File: src/rtl/bdqi_pkg.sv
// ----------------------------------------------------------------------------
// bdqi_pkg: shared types and helpers for the bounded deque with insert
// Holds the request action codes, the cell control bundle, the controller
// states and the sizing helpers of the readout tree.
// ----------------------------------------------------------------------------
package bdqi_pkg;

   // Action codes carried by a request.
   typedef enum logic [2:0] {
      ACT_PUSH_BACK  = 3'd0,
      ACT_POP_BACK   = 3'd1,
      ACT_PUSH_FRONT = 3'd2,
      ACT_POP_FRONT  = 3'd3,
      ACT_INSERT_AT  = 3'd4,
      ACT_EXTRACT_AT = 3'd5
   } action_type;

   // What every cell does with its slot on an accepted request.
   typedef enum logic [1:0] {
      CELL_HOLD,
      CELL_OPEN,
      CELL_CLOSE
   } cell_op_type;

   // Control bundle broadcast from the controller to the cell row.
   typedef struct packed {
      logic        load;
      cell_op_type op;
      logic        pick_en;
   } cell_ctrl_type;

   // Controller states.
   typedef enum logic [1:0] {
      ST_IDLE,
      ST_WAIT,
      ST_SEND
   } state_type;

   // Fan-in of one node of the readout tree.
   localparam int TREE_RADIX = 8;

   // Number of registered levels needed to reduce n leaves to one root.
   function automatic int tree_levels(input int n);
      int span;
      int lv;
      span = 1;
      lv   = 0;
      while (span < n) begin
         span = span * TREE_RADIX;
         lv++;
      end
      if (lv < 1) begin
         lv = 1;
      end
      return lv;
   endfunction

   // Offset of tree level k (k counted from 1) in the flat node store.
   function automatic int tree_base(input int levels, input int k);
      int base;
      int m;
      base = 0;
      for (m = 1; m < k; m++) begin
         base = base + TREE_RADIX ** (levels - m);
      end
      return base;
   endfunction

endpackage

File: src/rtl/bdqi_cell.sv
// ----------------------------------------------------------------------------
// bdqi_cell: one slot of the ordered store
// Holds one element and, on command, loads a new element, takes its left
// neighbor's element (opening a gap) or its right neighbor's (closing one).
// It also captures its element for the readout tree when it is picked.
// ----------------------------------------------------------------------------
module bdqi_cell
   import bdqi_pkg::*;
#(
   parameter int W   = 32,
   parameter int CW  = 7,
   parameter int IDX = 0
) (
   input  logic          clock,
   input  cell_ctrl_type ctrl,
   input  logic [CW-1:0] at,
   input  logic [CW-1:0] count,
   input  logic [CW-1:0] pick_idx,
   input  logic [W-1:0]  elem,
   input  logic [W-1:0]  left_in,
   input  logic [W-1:0]  right_in,
   output logic [W-1:0]  slot_out,
   output logic [W-1:0]  pick_out
);

   localparam logic [CW-1:0] MY_IDX   = CW'(IDX);
   localparam logic [CW-1:0] NEXT_IDX = CW'(IDX + 1);

   logic [W-1:0] slot_ff;
   logic [W-1:0] slot_in;
   logic [W-1:0] pick_ff;
   logic [W-1:0] pick_in;

   // Slot update and pick capture for one accepted request.
   always_comb begin
      slot_in = slot_ff;
      pick_in = pick_ff;
      if (ctrl.load) begin
         pick_in = (ctrl.pick_en && (pick_idx == MY_IDX)) ? slot_ff : '0;
         case (ctrl.op)
            CELL_OPEN: begin
               if (MY_IDX == at) begin
                  slot_in = elem;
               end else if ((MY_IDX > at) && (MY_IDX <= count)) begin
                  slot_in = left_in;
               end
            end
            CELL_CLOSE: begin
               if ((MY_IDX >= at) && (NEXT_IDX < count)) begin
                  slot_in = right_in;
               end
            end
            default: begin
               slot_in = slot_ff;
            end
         endcase
      end
   end

   // Payload registers need no reset.
   always_ff @(posedge clock) begin
      slot_ff <= slot_in;
      pick_ff <= pick_in;
   end

   assign slot_out = slot_ff;
   assign pick_out = pick_ff;

endmodule

File: config.mk
export PLATFORM = sky130hd
export DESIGN_NAME = bdqi_cell
export DESIGN_NICKNAME = d
export VERILOG_FILES = /design/src/rtl/bdqi_pkg.sv /design/src/rtl/bdqi_cell.sv
export SDC_FILE = /design/constraint.sdc
export NUM_CORES = 1
export LEC_CHECK = 0
export BUFFER_PORTS_ARGS = -buffer_cell sky130_fd_sc_hd__buf_2
export CAP_MARGIN = 5
export CELL_PAD_IN_SITES_DETAIL_PLACEMENT = 1
export CELL_PAD_IN_SITES_GLOBAL_PLACEMENT = 1
export CORE_MARGIN = 2
export CORE_UTILIZATION = 32
export DETAILED_ROUTE_END_ITERATION = 6
export GPL_ROUTABILITY_DRIVEN = 0
export PLACE_DENSITY_LB_ADDON = 0.1
export SETUP_SLACK_MARGIN = 0.05
export SLEW_MARGIN = 20
export SYNTH_ARGS = -nofsm -noshare
export SYNTH_HDL_FRONTEND = slang
export SYNTH_SLANG_ARGS = --single-unit
File: constraint.sdc
create_clock -name clock -period 4 [get_ports clock]
set_clock_uncertainty 0.05 [all_clocks]
set_input_delay 0.2 -clock clock [delete_from_list [all_inputs] [get_ports clock]]
set_output_delay 0.2 -clock clock [all_outputs]
set_load 0.1 [all_outputs]
==> impl_metrics.csv, run 1 <==
group,metric,value,unit
pwr,ir_drop,0.113,mV
logic_synthesis,yosys.cell_count.top_type,"edfxtp_1",
flow_run,cap_violations,0,
floorplanning,die_w,103,um
floorplanning,fp-row-count,36,
drt,routed_wl,8.77,mm
final_layout,area_delta_synth_final,36.9,%
sta,slew_viol_final,0,
grt,grt_pass1_wl,13.2,mm
critical_path,path_max_fanout,33,
floorplanning,start_util,32.7,%
logic_synthesis,ys_seq_elements,64,
logic_synthesis,yosysTopAreaCellShare,60.7,%
grt,grt_pass1_vias,2783,
clock_network,cts.repair.resized,0,
drt,drt_iter0_markers,37,
sta,whs,0.113,ns
critical_path,critPathRequiredTime,3.93,ns
grt,groute.usage.overall,16.5,%
critical_path,startpoint_type,"primary input",
logic_synthesis,synthArstFlopShare,0,%
place,dp_cells,560,
grt,grt-ovfl-total,0,
grt,grt_max_degree,65,
critical_path,path_cells,"buf_2, or4_1, buf_4, or2_4, a211oi_4, buf_4",
sta,period_share,55.5,%
logic_synthesis,synth_cells,264,
drt,via_per_inst,4.78,
clock_network,post_cts.repair.setup_buffers,0,
floorplanning,die-area,10700,um2
clock_network,clk_pin_slew_worst_paths,0.06,ns
clock_network,cts_root_buf,"clkbuf_8",
floorplanning,die_h,103,um
logic_synthesis,synthTopCellsByCount,"64 x edfxtp_1, 38 x nand2_1, 32 x and2_1, 21 x clkbuf_1",
logic_synthesis,syn_nets,386,
sta,slew_headroom,29.7,%
logic_synthesis,synthesis.area,3170,um2
sta,layout_min_cycle_time,2.22,ns
logic_synthesis,synth_ff_type,"edfxtp_1",
min_path,hold_path.class,"primary input to register",
critical_path,crit_slowest_cell,"or4_1",
floorplanning,core,9680,um2
critical_path,critical_path_buf_inv_count,3,
clock_network,cts_made_buffers,9,
critical_path,cpPeakStageDelay,0.51,ns
logic_synthesis,ys_seq_area_share,60.7,%
place,dp_slack,1.42,ns
critical_path,cp.arrival,2.15,ns
pwr,powerDensity,324,nW/um2
logic_synthesis,synth-edff-count,64,
critical_path,crit_family,"simple AND/OR/NAND/NOR gates",
final_layout,final_nets,560,
critical_path,critPathCaptureType,"register",
sta,final_hold_viol_count,0,
drt,wl_per_cell,15.3,um
clock_network,cts_tree,"yes",
clock_network,cts_hold_buf,0,
logic_synthesis,ys_warn_count,0,
logic_synthesis,ys_top_cells_by_area,"edfxtp_1 61%, o211ai_2 7.5%, and2_1 6.3%, nand2_1 4.5%, o211ai_1 4.5%",
clock_network,insertion_delay,0.33,ns
sta,setup_tns,0,ns
grt,antenna_found_initial,0,
logic_synthesis,syn_avg_cell_area,12.0,um2
floorplanning,io_pins,186,
clock_network,clk_path_buf_depth,2,
clock_network,numClockSinks,64,
sta,worstMarginPinSlew,1.05,ns
final_layout,final_core_util,44.8,%
pwr,p_leak,1.87,nW
sta,setup_viol,0,
drt,dr.pass1.iters,4,
drt,num_vias,2737,
critical_path,crit_type,"primary input to register",
sta,worst_slack,1.78,ns
critical_path,cpMostUsedCell,"buf_4",
sta,max_freq,0.451,GHz
final_layout,diodes,0,
clock_network,htree_levels,3,
final_layout,drive_gt1_share,50.2,%
logic_synthesis,synthDistinctLibCells,23,
final_layout,finalNonFillerCells,573,
drt,ant_nets,0,
place,portBuffers,184,
run_status,status,"finished, final reports clean",
sta,rsz0062_at_grt,"no",
drt,drc_errors,0,
logic_synthesis,yosys.area.top_type,"edfxtp_1",
[final cells by class]
type / count / area, um2
well taps: 133 / 166
clock buffers: 10 / 128
clock inverters: 3 / 12.5
repair buffers: 188 / 951
flip-flops and latches: 64 / 1920
inverters: 1 / 3.75
fillers: 1142 / 5350
multi-input cells: 174 / 1150
[kinds of logic after synthesis]
logic type | share of synthesized area, %
simple gates | 18.5
flops | 60.7
compound gates | 17.3
buf+inv | 3.60
[placed cells by master (no fill, tap or decap), types with 2 or more instances in the layout]
| master | n |
|---|---|
| o211ai_2 | 19 |
| or4_1 | 2 |
| clkbuf_8 | 9 |
| buf_2 | 184 |
| clkinv_1 | 2 |
| o211ai_1 | 19 |
| nand2_1 | 38 |
| a31oi_1 | 13 |
| nor2_1 | 15 |
| nand4b_1 | 13 |
| o21ai_0 | 13 |
| edfxtp_1 | 64 |
| buf_4 | 4 |
| and2_1 | 32 |
[per-layer routing]
metal | global-route usage, % | up-vias | wire length, um | share of wire, %
li1 | - | 1340 | - | -
met1 | 17.7 | 1264 | 3340 | 38
met2 | 29.9 | 117 | 4530 | 52
met3 | 3.97 | 16 | 675 | 7.7
met4 | 8.81 | 0 | 214 | 2.4
met5 | 0 | - | 0 | 0
[path summary, 6_finish.rpt]
| kind | startpoint | end | slack, ns | depth (start not counted) |
|---|---|---|---|---|
| max reg2reg | slot_out[19]$_DFFE_PP_ | pick_out[19]$_SDFFCE_PN0P_ | 3.16 | 1 |
| min reg2reg | slot_out[31]$_DFFE_PP_ | pick_out[31]$_SDFFCE_PN0P_ | 0.49 | 1 |
| min | right_in[7] | slot_out[7]$_DFFE_PP_ | 0.11 | 3 |
| max | at[4] | slot_out[2]$_DFFE_PP_ | 1.78 | 6 |
[sequential cells by signal, summed over array words and instances, names as in the netlist]
register and cells:
pick_out 32, slot_out 32
[metrics by stage]
stage | area [um2] | power (mW)
finish | 4340 | 1.40
CTS | 4330 | 1.43
global route | 4340 | 1.47
global placement | 4190 | 0.990
detailed placement | 4190 | 0.994
floorplan | 3170 | 0.905
[power breakdown]
| group | leakage [nW] | internal [mW] | total (mW) | switching [mW] |
|---|---|---|---|---|
| combinational | 1.17 | 0.0784 | 0.227 | 0.148 |
| clock | 0.0729 | 0.209 | 0.427 | 0.218 |
| sequential | 0.630 | 0.749 | 0.751 | 0.00199 |
| total | 1.87 | 1.04 | 1.40 | 0.368 |
Power figures use the tool's default switching activity.
==> run 2, diff against run 1 <==
--- a/config.mk
+++ b/config.mk
@@ -10,7 +10,7 @@
 export CELL_PAD_IN_SITES_DETAIL_PLACEMENT = 1
 export CELL_PAD_IN_SITES_GLOBAL_PLACEMENT = 1
 export CORE_MARGIN = 2
-export CORE_UTILIZATION = 32
+export CORE_UTILIZATION = 29
 export DETAILED_ROUTE_END_ITERATION = 6
 export GPL_ROUTABILITY_DRIVEN = 0
 export PLACE_DENSITY_LB_ADDON = 0.1
==> constraint.sdc (replaced) <==
create_clock -name clock -period 1.89 [get_ports clock]
set_clock_uncertainty 0.05 [all_clocks]
set_input_delay 0.0945 -clock clock [delete_from_list [all_inputs] [get_ports clock]]
set_output_delay 0.0945 -clock clock [all_outputs]
set_load 0.1 [all_outputs]
==> run 2 against run 1 <==
Net effect: clock power grew to 2.7 times the previous value; critical path depth shrank 1; via count grew 3.3%; register-to-register slack lost 2.1 ns; critical path type unchanged; critical endpoint is now slot_out[16]$_DFFE_PP_; largest cell class unchanged; largest power group unchanged.
==> impl_metrics.csv, run 2 (synthesis results as in run 1) <==
group,metric,value,unit
drt,ant_nets,0,
floorplanning,io_pins,186,
sta,final_hold_viol_count,0,
place,dp_cells,576,
drt,drt_iter0_markers,78,
pwr,p_leak,1.95,nW
pwr,ir_drop,0.343,mV
drt,routed_wl,9.41,mm
clock_network,cts_made_buffers,9,
sta,rsz0062_at_grt,"no",
drt,via_per_inst,4.74,
run_status,status,"finished, final reports clean",
clock_network,post_cts.repair.setup_buffers,0,
final_layout,diodes,0,
clock_network,htree_levels,3,
pwr,powerDensity,716,nW/um2
final_layout,area_delta_synth_final,43.1,%
grt,grt-ovfl-total,0,
final_layout,fillCellCount,1247,
clock_network,clk_pin_slew_worst_paths,0.07,ns
grt,grt-busiest-layer,"met2",
critical_path,path_cells,"buf_2, or4_1, or2_4, a211oi_4, buf_12",
critical_path,path_max_fanout,19,
drt,wl_per_cell,15.8,um
final_layout,drive_gt1_share,52.0,%
floorplanning,core,10700,um2
sta,slew_headroom,66.3,%
place,portBuffers,184,
sta,slew_viol_final,0,
critical_path,cpPeakStageDelay,0.54,ns
grt,grt_pass1_vias,2889,
clock_network,cts_tree,"yes",
clock_network,clk_path_buf_depth,2,
critical_path,worst-r2r-setup-slack,1.03,ns
clock_network,cts_root_buf,"clkbuf_8",
min_path,holdPathEnd,"slot_out[6]$_DFFE_PP_",
floorplanning,fp-row-count,38,
critical_path,crit_slowest_cell,"or4_1",
final_layout,layout_common_cells,"184 x buf_2, 64 x edfxtp_1, 38 x nand2_1",
grt,groute.usage.overall,16.0,%
sta,setup_viol,0,
sta,worstMarginPinSlew,0.508,ns
grt,gr-usage-met1,18.6,%
grt,grt_max_degree,43,
critical_path,r2r_start,"slot_out[4]$_DFFE_PP_",
critical_path,critPathCaptureType,"register",
final_layout,finalNonFillerCells,596,
grt,gr-usage-met2,29.3,%
place,hpwlAfterDp,7.24,mm
critical_path,crit_type,"primary input to register",
min_path,hp-start,"right_in[6]",
critical_path,r2r_cells,1,
floorplanning,start_util,29.5,%
drt,drc_errors,0,
critical_path,worstReg2RegEnd,"pick_out[4]$_SDFFCE_PN0P_",
critical_path,critPathRequiredTime,1.88,ns
clock_network,cts.repair.resized,0,
grt,antenna_found_initial,0,
final_layout,final_nets,573,
critical_path,startpoint_type,"primary input",
min_path,hold_path.class,"primary input to register",
critical_path,cp.arrival,1.51,ns
clock_network,numClockSinks,64,
grt,grtUsageMet3,3.19,%
min_path,whs_path_depth,3,
floorplanning,die_w,109,um
floorplanning,die_h,109,um
flow_run,cap_violations,0,
place,place_area,4290,um2
sta,max_freq,0.657,GHz
sta,period_share,80.6,%
floorplanning,die-area,11800,um2
clock_network,insertion_delay,0.33,ns
final_layout,final_common_cell,"buf_2",
drt,dr.pass1.iters,4,
final_layout,stdcell_area,4530,um2
drt,num_vias,2827,
grt,grt_pass1_wl,14.4,mm
sta,layout_min_cycle_time,1.52,ns
clock_network,cts_hold_buf,4,
## run 2: changes by cell type in the layout (fill, tap and decap cells not counted), moves of 2 or more
cell	delta
clkinv_4	+2
dlygate4sd3_1	+4
clkinvlp_4	+2
buf_12	+2
buf_4	+7
clkinv_1	-2
## run 2: cell type report
type	instances	area (um2)	area share [%]
Tap cell	140	175	3.87
Timing Repair Buffer	201	1080	23.9
Clock inverter	7	72.6	1.60
Inverter	1	3.75	0.0828
Sequential cell	64	1920	42.4
Multi-Input combinational cell	174	1150	25.4
Clock buffer	9	124	2.73
## run 2: worst max-delay path by stage
stage | slack [ns] | depth (start not counted) | to | startpoint
after global routing | 0.34 | 5 | slot_out[16]$_DFFE_PP_ | at[4]
after detailed placement | 0.01 | 5 | slot_out[26]$_DFFE_PP_ | at[4]
after global placement | 0.03 | 5 | slot_out[26]$_DFFE_PP_ | at[4]
after CTS | 0.37 | 5 | slot_out[16]$_DFFE_PP_ | at[4]
after floorplan | -0.58 | 5 | slot_out[0]$_DFFE_PP_ | at[4]
final | 0.37 | 5 | slot_out[16]$_DFFE_PP_ | at[4]
## run 2: where the power goes
part	internal, mW	switching, mW
Clock	0.608	0.548
Combinational	0.179	0.322
Sequential	1.58	0.00465
## run 2: worst max-delay path: cells and delay by family
family | cells | cell delay (ns)
simple gates | 2 | 0.82
compound gates | 1 | 0.26
buf+inv | 2 | 0.32
## run 2: per-stage QoR
stage / util, % / setup slack (ns) / total power, mW / hold WS, ns / TNS [ns]
2_1_floorplan: - / -0.584 / 1.92 / 0.157 / -18.68
3_3_place_gp: 40.0 / 0.0281 / 2.11 / 0.339 / 0
3_5_place_dp: 40.0 / 0.0136 / 2.12 / 0.343 / 0
4_1_cts: 42.2 / 0.369 / 3.28 / 0.00115 / 0
5_1_grt: 42.2 / 0.337 / 3.38 / 0.00566 / 0
6_report: 42.2 / 0.368 / 3.25 / 0.00971 / 0
## run 2: layer usage
layer / vias to the layer above / wire length [um] / part of all wire, %
met5: - / 0 / 0
met4: 0 / 131 / 1.4
met3: 10 / 611 / 6.5
met2: 106 / 4850 / 52
met1: 1346 / 3810 / 41
li1: 1365 / - / -
